## src/design/rdpd_pkg.sv

```systemverilog
// Shared types and byte codes for the remote debug packet deframer.
// No dependencies; imported by every module of the block.
`default_nettype none

package rdpd_pkg;

  // Framing byte codes.
  localparam logic [7:0] BYTE_INTERRUPT  = 8'h03;
  localparam logic [7:0] BYTE_ESCAPE_XOR = 8'h20;
  localparam logic [7:0] BYTE_START      = 8'h24;
  localparam logic [7:0] BYTE_HASH       = 8'h23;
  localparam logic [7:0] BYTE_ESCAPE     = 8'h7D;

  // Checksum character count while inside a packet.
  localparam logic [1:0] CKS_NONE  = 2'd0;
  localparam logic [1:0] CKS_FIRST = 2'd1;
  localparam logic [1:0] CKS_SECOND = 2'd2;

  // Event codes carried by a result transfer.
  typedef enum logic [2:0] {
    KIND_START     = 3'd0,
    KIND_PAYLOAD   = 3'd1,
    KIND_END       = 3'd2,
    KIND_INTERRUPT = 3'd3,
    KIND_ABORT     = 3'd4
  } rdpd_kind_e;

  // One result item as it travels from the framer to the output stage.
  typedef struct packed {
    rdpd_kind_e  kind;
    logic [7:0]  payload;
    logic [7:0]  cks_first;
    logic [7:0]  cks_second;
    logic        send_ack;
  } rdpd_result_t;

endpackage

`default_nettype wire

```

## src/design/rdpd_framer.sv

```systemverilog
// Framing state machine: decodes one byte against the packet state.
// Depends on rdpd_pkg for byte codes and the result type.
`default_nettype none

module rdpd_framer (
  input  wire logic                  clk_i,
  input  wire logic                  rst_ni,
  input  wire logic [7:0]            raw_byte_i,
  input  wire logic                  advance_i,
  output logic                       has_result_o,
  output rdpd_pkg::rdpd_result_t     result_o
);
  import rdpd_pkg::*;

  logic       inside_q, inside_d;
  logic       esc_q, esc_d;
  logic [1:0] cks_q, cks_d;
  logic [7:0] held_q, held_d;

  // Next state and result for the byte at the head of the input register.
  always_comb begin
    inside_d     = inside_q;
    esc_d        = esc_q;
    cks_d        = cks_q;
    held_d       = held_q;
    has_result_o = 1'b0;
    result_o     = '{kind: KIND_START, payload: 8'h00, cks_first: 8'h00,
                     cks_second: 8'h00, send_ack: 1'b0};

    if (!inside_q) begin
      // Idle: only interrupt and start bytes mean anything.
      if (raw_byte_i == BYTE_INTERRUPT) begin
        has_result_o     = 1'b1;
        result_o.kind    = KIND_INTERRUPT;
        result_o.payload = BYTE_INTERRUPT;
      end else if (raw_byte_i == BYTE_START) begin
        inside_d     = 1'b1;
        esc_d        = 1'b0;
        cks_d        = CKS_NONE;
        has_result_o = 1'b1;
      end
    end else if (cks_q == CKS_FIRST) begin
      // First checksum character is held until the second arrives.
      held_d = raw_byte_i;
      cks_d  = CKS_SECOND;
    end else if (cks_q[1]) begin
      // Second checksum character closes the packet.
      has_result_o        = 1'b1;
      result_o.kind       = KIND_END;
      result_o.cks_first  = held_q;
      result_o.cks_second = raw_byte_i;
      result_o.send_ack   = 1'b1;
      inside_d            = 1'b0;
      esc_d               = 1'b0;
      cks_d               = CKS_NONE;
    end else if (esc_q) begin
      esc_d            = 1'b0;
      has_result_o     = 1'b1;
      result_o.kind    = KIND_PAYLOAD;
      result_o.payload = raw_byte_i ^ BYTE_ESCAPE_XOR;
    end else if (raw_byte_i == BYTE_ESCAPE) begin
      esc_d = 1'b1;
    end else if (raw_byte_i == BYTE_START) begin
      has_result_o  = 1'b1;
      result_o.kind = KIND_ABORT;
    end else if (raw_byte_i == BYTE_HASH) begin
      cks_d = CKS_FIRST;
    end else begin
      has_result_o     = 1'b1;
      result_o.kind    = KIND_PAYLOAD;
      result_o.payload = raw_byte_i;
    end
  end

  // Packet state moves only when the byte is consumed.
  always_ff @(posedge clk_i or negedge rst_ni) begin
    if (!rst_ni) begin
      inside_q <= 1'b0;
      esc_q    <= 1'b0;
      cks_q    <= CKS_NONE;
      held_q   <= 8'h00;
    end else if (advance_i) begin
      inside_q <= inside_d;
      esc_q    <= esc_d;
      cks_q    <= cks_d;
      held_q   <= held_d;
    end
  end

endmodule

`default_nettype wire

```

## src/design/rdpd_out_stage.sv

```systemverilog
// Result register that drives the output channel.
// Depends on rdpd_pkg for the result type.
`default_nettype none

module rdpd_out_stage (
  input  wire logic                  clk_i,
  input  wire logic                  rst_ni,
  input  wire logic                  load_i,
  input  wire rdpd_pkg::rdpd_result_t result_i,
  output logic                       free_o,
  output logic                       out_valid_o,
  input  wire logic                  out_stall_i,
  output rdpd_pkg::rdpd_result_t     result_o
);
  import rdpd_pkg::*;

  logic         valid_q;
  rdpd_result_t data_q;

  // The register can take a new result when empty or when it is being drained.
  assign free_o      = !valid_q || !out_stall_i;
  assign out_valid_o = valid_q;
  assign result_o    = data_q;

  // Valid flag.
  always_ff @(posedge clk_i or negedge rst_ni) begin
    if (!rst_ni) begin
      valid_q <= 1'b0;
    end else if (free_o) begin
      valid_q <= load_i;
    end
  end

  // Payload holds while stalled.
  always_ff @(posedge clk_i) begin
    if (free_o && load_i) begin
      data_q <= result_i;
    end
  end

endmodule

`default_nettype wire

```

## src/design/remote_debug_packet_deframer_core.sv

```systemverilog
// Top level of the remote debug packet deframer.
// Instantiates rdpd_framer and rdpd_out_stage; depends on rdpd_pkg.
//
// Usage:
//   Input channel (in_valid_i, in_stall_o, raw_byte_i) takes one link byte per
//   transfer. Output channel (out_valid_o, out_stall_i, event_kind_o and the
//   field ports) gives one event per transfer; many bytes give no event.
//   A byte moves into an input register, is decoded against the packet state
//   and lands in the result register, which drives the output channel. One
//   byte per cycle is sustained: the framer consumes the held byte in every
//   cycle in which the result register is empty or drained, and at once when
//   the byte gives no event.
//   While the receiver stalls a full result register, a byte that gives an
//   event waits in the input register and in_stall_o is raised; the output
//   payload holds steady.
//   Reset clears the valid flags of both registers and returns the framer to idle,
//   outside any packet, with no escape or checksum pending.
`default_nettype none

module remote_debug_packet_deframer_core (
  input  wire logic       clk_i,
  input  wire logic       rst_ni,
  input  wire logic       in_valid_i,
  output logic            in_stall_o,
  input  wire logic [7:0] raw_byte_i,
  output logic            out_valid_o,
  input  wire logic       out_stall_i,
  output logic [2:0]      event_kind_o,
  output logic [7:0]      payload_byte_o,
  output logic [7:0]      checksum_first_char_o,
  output logic [7:0]      checksum_second_char_o,
  output logic            send_ack_o
);
  import rdpd_pkg::*;

  logic         in_valid_q;
  logic [7:0]   in_byte_q;
  logic         has_result;
  logic         out_free;
  logic         advance;
  rdpd_result_t framer_result;
  rdpd_result_t out_result;

  // The held byte is consumed unless its event has nowhere to go.
  assign advance    = in_valid_q && (!has_result || out_free);
  assign in_stall_o = in_valid_q && !advance;

  // Input register valid flag.
  always_ff @(posedge clk_i or negedge rst_ni) begin
    if (!rst_ni) begin
      in_valid_q <= 1'b0;
    end else if (!in_stall_o) begin
      in_valid_q <= in_valid_i;
    end
  end

  // Input register byte.
  always_ff @(posedge clk_i) begin
    if (!in_stall_o && in_valid_i) begin
      in_byte_q <= raw_byte_i;
    end
  end

  rdpd_framer u_framer (
    .clk_i        (clk_i),
    .rst_ni       (rst_ni),
    .raw_byte_i   (in_byte_q),
    .advance_i    (advance),
    .has_result_o (has_result),
    .result_o     (framer_result)
  );

  rdpd_out_stage u_out_stage (
    .clk_i       (clk_i),
    .rst_ni      (rst_ni),
    .load_i      (advance && has_result),
    .result_i    (framer_result),
    .free_o      (out_free),
    .out_valid_o (out_valid_o),
    .out_stall_i (out_stall_i),
    .result_o    (out_result)
  );

  // Output field ports.
  assign event_kind_o           = out_result.kind;
  assign payload_byte_o         = out_result.payload;
  assign checksum_first_char_o  = out_result.cks_first;
  assign checksum_second_char_o = out_result.cks_second;
  assign send_ack_o             = out_result.send_ack;

  // Input backpressure only ever comes from a stalled, full result register.
  a_stall_source: assert property (@(posedge clk_i) disable iff (!rst_ni)
    in_stall_o |-> (out_valid_o && out_stall_i))
    else $error("input stalled without a blocked result");

  // A stalled result is never dropped.
  a_result_kept: assert property (@(posedge clk_i) disable iff (!rst_ni)
    (out_valid_o && out_stall_i) |=> out_valid_o)
    else $error("stalled result was lost");

  // The acknowledge request travels only with a packet end event.
  a_ack_with_end: assert property (@(posedge clk_i) disable iff (!rst_ni)
    (out_valid_o && send_ack_o) |-> (event_kind_o == KIND_END))
    else $error("acknowledge request outside packet end");

  // A byte that gives no event never waits in the input register.
  a_silent_advance: assert property (@(posedge clk_i) disable iff (!rst_ni)
    (in_valid_q && !has_result) |-> !in_stall_o)
    else $error("silent byte was held");

endmodule

`default_nettype wire
```

## config.mk

```make
export PLATFORM = sky130hd
export DESIGN_NAME = remote_debug_packet_deframer_core
export DESIGN_NICKNAME = d
export VERILOG_FILES = /design/src/design/rdpd_pkg.sv /design/src/design/rdpd_framer.sv /design/src/design/rdpd_out_stage.sv /design/src/design/remote_debug_packet_deframer_core.sv
export SDC_FILE = /design/constraint.sdc
export NUM_CORES = 1
export LEC_CHECK = 0
export BUFFER_PORTS_ARGS = -buffer_cell sky130_fd_sc_hd__buf_4
export CORE_MARGIN = 4
export CORE_UTILIZATION = 40
export DETAILED_ROUTE_END_ITERATION = 12
export GPL_TIMING_DRIVEN = 0
export MAX_ROUTING_LAYER = met4
export PLACE_DENSITY = 0.71
export SYNTH_ARGS = -nofsm -noshare
export SYNTH_HDL_FRONTEND = slang
export SYNTH_HIERARCHICAL = 1
export SYNTH_SLANG_ARGS = --single-unit
```

## constraint.sdc

```tcl
create_clock -name clk_i -period 3.2 [get_ports clk_i]
set_clock_uncertainty 0.1 [all_clocks]
set_input_delay 0.16 -clock clk_i [delete_from_list [all_inputs] [get_ports clk_i]]
set_output_delay 0.16 -clock clk_i [all_outputs]
set_load 0.005 [all_outputs]
```

==> qor.yml <==
grt_setup_unrepaired: "no"
io_pins: 42
worst_r2r_startpoint: "in_byte_q[7]"
grt_first_pass_wirelength_um: 6440
maxSlewViolCount: 0
dr.pass1.iters: 4
fin_crit_ns: 2.87
relSlewSlack_pct: 58.7
timing.final.ws_setup_ns: 0.334
grt_pass1_vias: 1312
root_buffer: "clkbuf_8"
detail_route.wirelength_um: 3960
drive_gt1_share_pct: 31.9
fin_nets: 215
dp_cells: 254
antenna_found_initial: 0
cts_buffers: 5
power_density_nw_per_um2: 462
clk_latency_ns: 0.30
crit_path_start_kind: "register"
core_area_um2: 5070
overflow: 0
ys_warn_count: 6
synth_cell_type_count: 40
syn-cell-area_um2: 2090
fin_crit_sh_pct: 89.6
vias: 1354
min_path_type: "primary input to async pin"
synth.top_cells.by_area: "edfxtp_1, dfrtp_1, and3_1, mux2_2, and2_1"
initial_core_util_pct: 41.1
place_hpwl_um: 2630
fin_util_pct: 53.7
num_rows: 26
synth_commonest_cells: "edfxtp_1, and3_1, dfrtp_1, and2_1, mux2_2"
synth.avg_cell_area_um2: 14.6
worst_pin_slew_ns: 0.618
reg2reg_slack_ns: 0.33
setup_viol: 0
p_leak_uw: 0.00116
irDropWorstVdd_mv: 0.283
antennaDiodeCount: 0
routed_via_density: 4.94
ant_nets: 0
clock_path_buffers: 2
path_clk_slew_ns: 0.08
synth_flop_cell: "edfxtp_1"
grt_usage_pct: 13.5
synth.most_common_cell: "edfxtp_1"
crit_buf_inv: 0
syn_nets: 155
htreeDepth: 2
areaGrowthSynthToFinish_pct: 30.6
wire_per_inst_um: 14.5
hold_viol: 0
whs_ns: 0.141
fin_cells: 274
cp.arrival_ns: 2.96
die_w_um: 80.3
cts_sinks: 50
end_kind: "register"
max_freq_mhz: 349
cp_top_family: "simple AND/OR/NAND/NOR gates"
ys_ff_latch: 50
drt_iter0_markers: 95
syn-instance-count: 143
crit_chain: "and4b_1 -> nand4_1 -> nand3b_1 -> a31oi_1 -> a21boi_1 -> nand3_1 -> mux2_2"
dp_slack_ns: -0.145
die_h_um: 80.3
reg2reg_depth: 7
dieArea_um2: 6440
grt_max_degree: 29
io_buffers: 41
status: "finished clean"
post-route-drc-count: 0
maxCapViolations: 0
synth_top_area_cell: "edfxtp_1"
cts_tree: "built"
netlist.area_leader.share_pct: 51.8
ys_seq_area_share_pct: 68.5
place.gp.congestion: 0.819
critPathRequiredTime_ns: 3.29
crit_path_top_delay_cell: "edfxtp_1"
critPathKind: "register to register"
cp_slowest_stage_delay_ns: 0.48
crit_fanout: 9
r2r-end: "u_framer/held_q[2]"
async_flop_share_pct: 28.0
synth-edff-count: 36
total_power_uw: 1260
routing by layer:
layer | share of wire [%] | up-vias | GRT usage, % | routed length, µm
met5 | 0 | - | - | 0
met4 | 1.4 | 0 | 5.24 | 55
met3 | 5.1 | 5 | 4.04 | 204
met2 | 48 | 36 | 20.5 | 1900
met1 | 45 | 650 | 16.9 | 1800
li1 | - | 663 | - | -
area by class of cell:
type,instances,area [µm²]
fillers,457,2350
multi-input cells,87,657
clock inverters,1,30.0
well taps,70,87.6
inverters,2,7.51
clock buffers,7,76.3
plain buffers,5,18.8
repair buffers,52,418
flip-flops and latches,50,1430
what timing repair did:
item                       in CTS  in global routing
gates cloned                    0                  1
hold endpoints to repair       24                  0
gates resized for setup         1                  2
setup buffers                   0                  0
hold buffers                   11                  0
setup endpoints to repair      28                 36
report_power, final:
part | internal, µW | switching (µW) | total [µW]
logic | 48.7 | 42.8 | 91.5
clock network | 234 | 197 | 431
registers | 716 | 21.3 | 737
total | 999 | 261 | 1260
flip-flops by register name (all words and copies together) (netlist names):
signal                   cells
in_byte_q                    8
u_out_stage/out_valid_o      1
u_framer/esc_q               1
u_framer/cks_q               2
u_framer/inside_q            1
u_framer/held_q              8
in_valid_q                   1
u_out_stage/result_o        28
logic make-up (layout without fill, tap and decap cells):
| logic type | after synthesis | after routing | synth area share [%] |
|---|---|---|---|
| mux | 9 | 9 | 4.85 |
| buf+inv | 7 | 67 | 1.26 |
| compound gates | 17 | 18 | 5.87 |
| simple gates | 60 | 60 | 19.5 |
| flops | 50 | 50 | 68.5 |
placed cells by master, fill, tap and decap left out, drive strengths merged, types with 2 or more instances in the layout:
| cell | netlist | routed |
|---|---|---|
| a21boi | 2 | 3 |
| a21oi | 3 | 3 |
| a31oi | 3 | 3 |
| and2 | 9 | 9 |
| and3 | 16 | 16 |
| and4b | 2 | 2 |
| buf | 1 | 42 |
| clkbuf | 4 | 11 |
| dfrtp | 14 | 14 |
| dlygate4sd3 | 0 | 11 |
| edfxtp | 36 | 36 |
| inv | 2 | 2 |
| mux2 | 9 | 9 |
| nand2 | 7 | 7 |
| nand2b | 3 | 3 |
| nand3b | 3 | 3 |
| nor2 | 3 | 3 |
| nor2b | 4 | 4 |
| nor3 | 3 | 3 |
| o21ai | 3 | 3 |
worst max-delay path by stage:
stage | from | end | cells past startpoint
4_1_cts | in_byte_q[7] | u_framer/held_q[2] | 7
6_report | in_byte_q[7] | u_framer/held_q[2] | 7
5_1_grt | in_byte_q[6] | u_out_stage/result_o[0] | 7
2_1_floorplan | in_byte_q[6] | u_out_stage/result_o[0] | 7
3_5_place_dp | in_byte_q[6] | u_out_stage/result_o[7] | 7
3_3_place_gp | in_byte_q[6] | u_out_stage/result_o[23] | 7
per-stage QoR:
stage | instance area (µm²) | setup TNS (ns)
floorplan | 2090 | 0
global placement | 2480 | -2.51
detailed placement | 2480 | -4.05
CTS | 2710 | 0
global route | 2730 | 0
finish | 2730 | 0
worst register-to-register path, stage by stage (launching register included):
cell      delay, ns
edfxtp_1       0.48
and4b_1        0.28
nand4_1        0.26
nand3b_1       0.19
a31oi_1        0.18
a21boi_1       0.40
nand3_1        0.44
mux2_2         0.41
No activity file was read; power rests on OpenSTA's default activity.
